==> config.mk <==
export PLATFORM = sky130hd
export DESIGN_NAME = hbp_packer
export DESIGN_NICKNAME = d
export VERILOG_FILES = /design/src/sv/hbp_pkg.sv /design/src/sv/hbp_packer.sv
export SDC_FILE = /design/constraint.sdc
export NUM_CORES = 1
export LEC_CHECK = 0
export BUFFER_PORTS_ARGS = -buffer_cell sky130_fd_sc_hd__buf_4
export CAP_MARGIN = 20
export CORE_ASPECT_RATIO = 0.75
export CORE_UTILIZATION = 30
export DETAILED_ROUTE_END_ITERATION = 7
export SLEW_MARGIN = 20
export SYNTH_ARGS = -nofsm -noshare
export SYNTH_HDL_FRONTEND = slang
export SYNTH_SLANG_ARGS = --single-unit
==> constraint.sdc <==
create_clock -name clk -period 6.4 [get_ports clk]
set_input_delay 1.92 -clock clk [delete_from_list [all_inputs] [get_ports clk]]
set_output_delay 1.92 -clock clk [all_outputs]
set_load 0.02 [all_outputs]
==> src/sv/hbp_pkg.sv <==
package hbp_pkg;

	// Input word kinds
	typedef enum logic [1:0] {
		KIND_LOAD = 2'd0,
		KIND_DATA = 2'd1,
		KIND_END  = 2'd2,
		KIND_RSVD = 2'd3
	} kind_t;

	// Fixed field widths of the channels
	localparam int KIND_W     = 2;
	localparam int ENTRY_LEN_W = 5;
	localparam int BYTE_W     = 8;
	// Bits that can be left over between bytes
	localparam int PEND_W     = 7;
	localparam int PEND_CNT_W = 3;

	// Control of the word held between table read and packer
	typedef struct packed {
		logic valid;
		logic is_end;
	} slot_ctl_t;

endpackage

==> src/sv/hbp_packer.sv <==
module hbp_packer
	import hbp_pkg::*;
#(
	parameter int MAX_CODE_BITS = 16
) (
	input  logic                               clk,
	input  logic                               arst_n,
	input  slot_ctl_t                          ctl_s1,
	input  logic [MAX_CODE_BITS-1:0]           code_s1,
	input  logic [$clog2(MAX_CODE_BITS+1)-1:0] len_s1,
	output logic                               take,
	output logic                               out_valid,
	input  logic                               out_ready,
	output logic [BYTE_W-1:0]                  out_byte,
	output logic                               has_byte,
	output logic                               last
);

	localparam int LEN_W  = $clog2(MAX_CODE_BITS + 1);
	localparam int ACC_W  = PEND_W + MAX_CODE_BITS;
	localparam int TOT_W  = $clog2(PEND_W + MAX_CODE_BITS + 1);
	localparam int MAXN   = (PEND_W + MAX_CODE_BITS) / BYTE_W;
	localparam int RES_W  = $clog2(MAXN + 2);

	logic [PEND_W-1:0]     pend_q;
	logic [PEND_CNT_W-1:0] pend_cnt_q;

	logic [ACC_W-1:0] emit_acc_q;
	logic [RES_W-1:0] emit_left_q;
	logic             emit_end_q;
	logic             emit_part_q;

	logic [MAX_CODE_BITS-1:0] masked;
	logic [ACC_W-1:0]         acc;
	logic [ACC_W-1:0]         acc_rest;
	logic [TOT_W-1:0]         total;
	logic [RES_W-1:0]         results;
	logic                     emit_free;
	logic                     out_fire;

	// Append the code above the pending bits and count full bytes
	always_comb begin
		masked   = code_s1 & ~({MAX_CODE_BITS{1'b1}} << len_s1);
		acc      = ACC_W'(pend_q) | (ACC_W'(masked) << pend_cnt_q);
		total    = TOT_W'(pend_cnt_q) + TOT_W'(len_s1);
		acc_rest = acc >> {total[TOT_W-1:3], 3'b000};
		results  = RES_W'(total[TOT_W-1:3]) + RES_W'(ctl_s1.is_end);
	end

	// A word with no result passes at once; others wait for a free emitter
	always_comb begin
		out_fire  = out_valid && out_ready;
		emit_free = (emit_left_q == '0) || ((emit_left_q == RES_W'(1)) && out_ready);
		take      = ctl_s1.valid && ((results == '0) || emit_free);
	end

	// Leftover bits; end of stream empties them
	always_ff @(posedge clk or negedge arst_n) begin
		if (!arst_n) begin
			pend_q     <= '0;
			pend_cnt_q <= '0;
		end else if (take) begin
			if (ctl_s1.is_end) begin
				pend_q     <= '0;
				pend_cnt_q <= '0;
			end else begin
				pend_q     <= acc_rest[PEND_W-1:0];
				pend_cnt_q <= total[PEND_CNT_W-1:0];
			end
		end
	end

	// Output register: shifts out one byte per accepted result
	always_ff @(posedge clk or negedge arst_n) begin
		if (!arst_n) begin
			emit_left_q <= '0;
			emit_end_q  <= 1'b0;
			emit_part_q <= 1'b0;
		end else if (take && (results != '0)) begin
			emit_left_q <= results;
			emit_end_q  <= ctl_s1.is_end;
			emit_part_q <= (total[2:0] != 3'd0);
		end else if (out_fire) begin
			emit_left_q <= emit_left_q - RES_W'(1);
		end
	end

	always_ff @(posedge clk) begin
		if (take && (results != '0)) begin
			emit_acc_q <= acc;
		end else if (out_fire) begin
			emit_acc_q <= emit_acc_q >> BYTE_W;
		end
	end

	// Bytes above the written bits are zero, so a bare marker reads zero
	always_comb begin
		out_valid = (emit_left_q != '0);
		out_byte  = emit_acc_q[BYTE_W-1:0];
		last      = emit_end_q && (emit_left_q == RES_W'(1));
		has_byte  = !last || emit_part_q;
	end

endmodule

# == Word-level counts from Yosys, hierarchy flattened ==
# Cells that the tools add are included.
# op_classes
n_addsub,3
eq_ne,1
shifts,3
mux,6
bitwise,3
n_reduce_logical,15
# ops
op,count
$mux W23,2
$or A7 B23 Y23,1
$shl A16 B3 Y23,1
$shr A23 B5 Y7,1
$and A16 B16 Y16,1
$not A16 Y16,1
$shl A16 B5 Y16 const A,1
$mux W7,1
$reduce_bool A2 Y1,3
$add A3 B5 Y5,1
$logic_and A1 B1 Y1,5
$logic_not A2 Y1,2
$mux W2,2
$logic_or A1 B1 Y1,3
$mux W3,1
$reduce_bool A3 Y1,1
$add A2 B1 Y2,1
$eq A2 B1 Y1 const B,1
$sub A2 B1 Y2 const B,1
$logic_not A1 Y1,1
# word_totals
reg_bits,37
in_bits,26

# == Depth between registers and ports, before layout ==
# logic_depth
depth_word,7
mapped_depth,13
ltp_nobuf,12

# == Worst setup path before layout ==
# OpenSTA, ideal clock, no wires.
# synth_timing
kind,input-to-output
from,input port len_s1[1]
to,output port take
t_arrival_ns,4.189
setup_slack_ns,0.291
path_stages,11
cell_sequence,ha_1 a21o_1 a21oi_2 xor2_2 inv_2 ha_1 inv_1 xnor3_1 o21ba_2 clkbuf_1 inv_1
# synth_via
elab_chain_len,5
# synth_lines
item,line,text
from (decl),hbp_packer.sv:10,"input logic [$clog2(MAX_CODE_BITS+1)-1:0] len_s1,"
$add A3 B5 Y5,hbp_packer.sv:45,total = TOT_W'(pend_cnt_q) + TOT_W'(len_s1);
$add A2 B1 Y2,hbp_packer.sv:47,results = RES_W'(total[TOT_W-1:3]) + RES_W'(ctl_s1.is_end);
$logic_not A2 Y1,hbp_packer.sv:54,take = ctl_s1.valid && ((results == '0) || emit_free);
$logic_or A1 B1 Y1,hbp_packer.sv:54,
$logic_and A1 B1 Y1,hbp_packer.sv:54,
to (decl),hbp_packer.sv:11,"output logic take,"
# No other way between the ends.

# == Worst setup path in the final report ==
# Same ends and word-level chain as after synthesis.

==> flow_summary.toml <==
[status]
status = "finished clean"

[global_routing]
track_usage_pct = 17.5
grt_max_degree = 39
grt_pass1_vias = 2537
grt_overflow = 0
grt_pass1_wl_um = 13300
grt_antenna_before_repair = 0

[clocking]
worstSkewPairLatency_ns = 0.28
numCtsBuffers = 5
cts_buffer_depth = 2
post_cts_resize_count = 0
cts_tree = "done"
h-tree-depth = 2
numClockSinks = 37
post_cts_buffers = 0
cts_hold_buf = 0
clockRootBuffer = "clkbuf_16"
clk_pin_slew_worst_paths_ns = 0.06

[critical_path]
cp-start-kind = "input port"
reg2reg_to = "emit_acc_q[4]"
crit_type = "in -> out"
end_kind = "primary output"
arrival_ns = 4.24
worst-path-max-fanout = 17
r2r_setup_slack_ns = 2.87
worst-r2r-cell-count = 11
r2r-start = "pend_cnt_q[1]"
cp_data_required_time_ns = 4.48

[sta]
tns_ns = 0
slew-limit-headroom_pct = 35.0
tightest_slew_ns = 0.972
final-setup-viol-count = 0
hold_slack_ns = 0.479
clock.fmax_mhz = 162
period_needed_ns = 6.16
final_max_slew_viol_count = 0
finalHoldViolCount = 0
finClkSkew_ns = 0.00625
rsz0062_at_grt = "false"
finalCritPeriodShare_pct = 96.2

[power_and_ir_drop]
p_int_w = 0.000887
power.switching_w = 0.000633
pwr-share-clk_pct = 19.1
vdd_drop_max_v = 0.000238
p_total_w = 0.00152
pwr-share-seq_pct = 29.3
comb_power_share_pct = 51.6
switching_share_pct = 41.7
leakage_nw = 1.36
power_density_nw_per_um2 = 448

[synthesis]
yosysSeqAreaShare_pct = 35.8
synth_cell_types = 67
ys_warn_count = 0
synth.ff_latch_count = 37
syn_inst = 331
synth_area_sq_um = 2900
syn_avg_cell_area_sq_um = 8.77
synth_edf_count = 23
syn_nets = 364
async_flop_share_pct = 37.8
synth-main-ff-cell = "edfxtp_1"

[floorplan]
num_io_pins = 38
core_area_sq_um = 9230
dieArea_sq_um = 10100
die_y_um = 87.2
die_w_um = 116
row_count = 30
start_util_pct = 31.4

[finish]
drive_gt1_share_pct = 19.7
final_cells = 479
area_growth_pct = 16.8
layout.nets = 383
antenna_cells = 0
fillers = 967

[worst_hold_path]
hold_class = "reg -> reg"
hold_path_end = "emit_part_q"
hold_start = "emit_part_q"
whs_path_depth = 1

[route]
drc = 0
drtIter0Drc = 230
drt_wl_total_um = 8080
vias_per_cell = 5.53
dr.pass1.iters = 5
vias = 2651
wl_per_cell_um = 16.9
antenna_left = 0

[run]
maxCapViolCount = 0

[placed_design]
dp_hpwl_um = 6090
port_buffers = 37
dpl.cell_count = 471
routabilityCongestion = 0.932
-- metal layers --
metal	part of all wire [%]	GRT usage, %
met5	0	0
met4	0.79	3.73
met3	9.4	5.08
met2	42	24.8
met1	48	26.0
-- power groups by stage --
| stage | clock, W | sequential, W | combinational, W |
|---|---|---|---|
| finish | 0.000291 | 0.000445 | 0.000784 |
| detailed placement | 0 | 0.000449 | 0.000781 |
| floorplan | 0 | 0.000435 | 0.000591 |
| global route | 0.000309 | 0.000455 | 0.000873 |
| CTS | 0.000298 | 0.000446 | 0.000783 |
| global placement | 0 | 0.000447 | 0.000769 |
-- final cells by class --
cell class	instances	area [sq um]	area share [%]
sequential	37	1040	30.7
timing repair buffer	43	323	9.52
multi-input combinational	246	1630	48.0
tap	128	160	4.72
clock buffer	6	139	4.10
clock inverter	2	37.5	1.11
inverter	17	63.8	1.88
-- how the worst max path moves through the flow --
stage	slack (ns)	start	end	cells past startpoint
after floorplan	0.29	len_s1[1]	take	11
after global placement	0.31	len_s1[1]	take	12
final	0.24	len_s1[1]	take	12
after global routing	0.07	len_s1[1]	take	12
after CTS	0.24	len_s1[1]	take	12
after detailed placement	0.24	len_s1[1]	take	12
-- kinds of logic after synthesis --
family	count (synthesis)	share of synthesized area (%)
muxes	12	4.44
and+or+nand+nor	102	16.9
adders and majority gates	7	3.27
buffers and inverters	48	8.27
DFF	37	35.8
AOI/OAI and AO/OA	120	29.0
xor gates and xnor gates	5	2.24
-- cells in the final DEF (no fill, tap or decap), types with 5 or more instances in the layout --
| cell | instances |
|---|---|
| or3_1 | 5 |
| inv_1 | 15 |
| o22ai_1 | 6 |
| nand3_1 | 7 |
| ha_1 | 6 |
| mux2i_1 | 5 |
| dfrtp_1 | 14 |
| a22oi_1 | 6 |
| and2_1 | 5 |
| o21a_1 | 5 |
| nor2b_1 | 7 |
| clkbuf_16 | 5 |
| buf_4 | 43 |
| a21o_1 | 7 |
| mux2_2 | 7 |
| nor3_1 | 11 |
| o21ai_0 | 25 |
| nor2_1 | 16 |
| a21oi_1 | 19 |
| a211oi_1 | 5 |
| nand2_1 | 37 |
| edfxtp_1 | 23 |
| o211ai_1 | 7 |
-- critical path, cell delays in order --
cell and delay [ns]:
buf_4 0.16, ha_1 0.29, a21o_1 0.17, a21oi_2 0.18, xor2_2 0.19, inv_2 0.10
ha_1 0.20, inv_1 0.08, xnor3_1 0.43, o21ba_2 0.23, inv_1 0.12, buf_4 0.16
-- cell usage after synthesis, types with 7 or more instances --
cell type	instances	area, sq um
buf_2	11	55.1
nor2b_1	7	43.8
a21oi_1	19	95.1
nand3_1	7	35.0
edfxtp_1	23	691
clkbuf_1	7	26.3
nand2_1	37	139
dfrtp_1	14	350
a21o_1	7	52.6
buf_4	9	67.6
o211ai_1	7	52.6
nor3_1	11	55.1
nor2_1	16	60.1
o21ai_0	26	130
mux2_2	7	78.8
inv_1	15	56.3
-- per-stage QoR --
step	worst slack [ns]	instance area [sq um]	util [%]
2_1_floorplan	0.291	2900	-
6_report	0.240	3390	36.7
4_1_cts	0.238	3390	36.7
3_3_place_gp	0.307	3210	34.8
3_5_place_dp	0.238	3210	34.8
5_1_grt	0.0743	3390	36.7
-- sequential cells by signal (all words and copies together), names as in the netlist --
register / count
emit_part_q: 1
pend_cnt_q: 3
emit_acc_q: 23
emit_end_q: 1
emit_left_q: 2
pend_q: 7
Note: power is estimated with default switching activity, not from simulation.
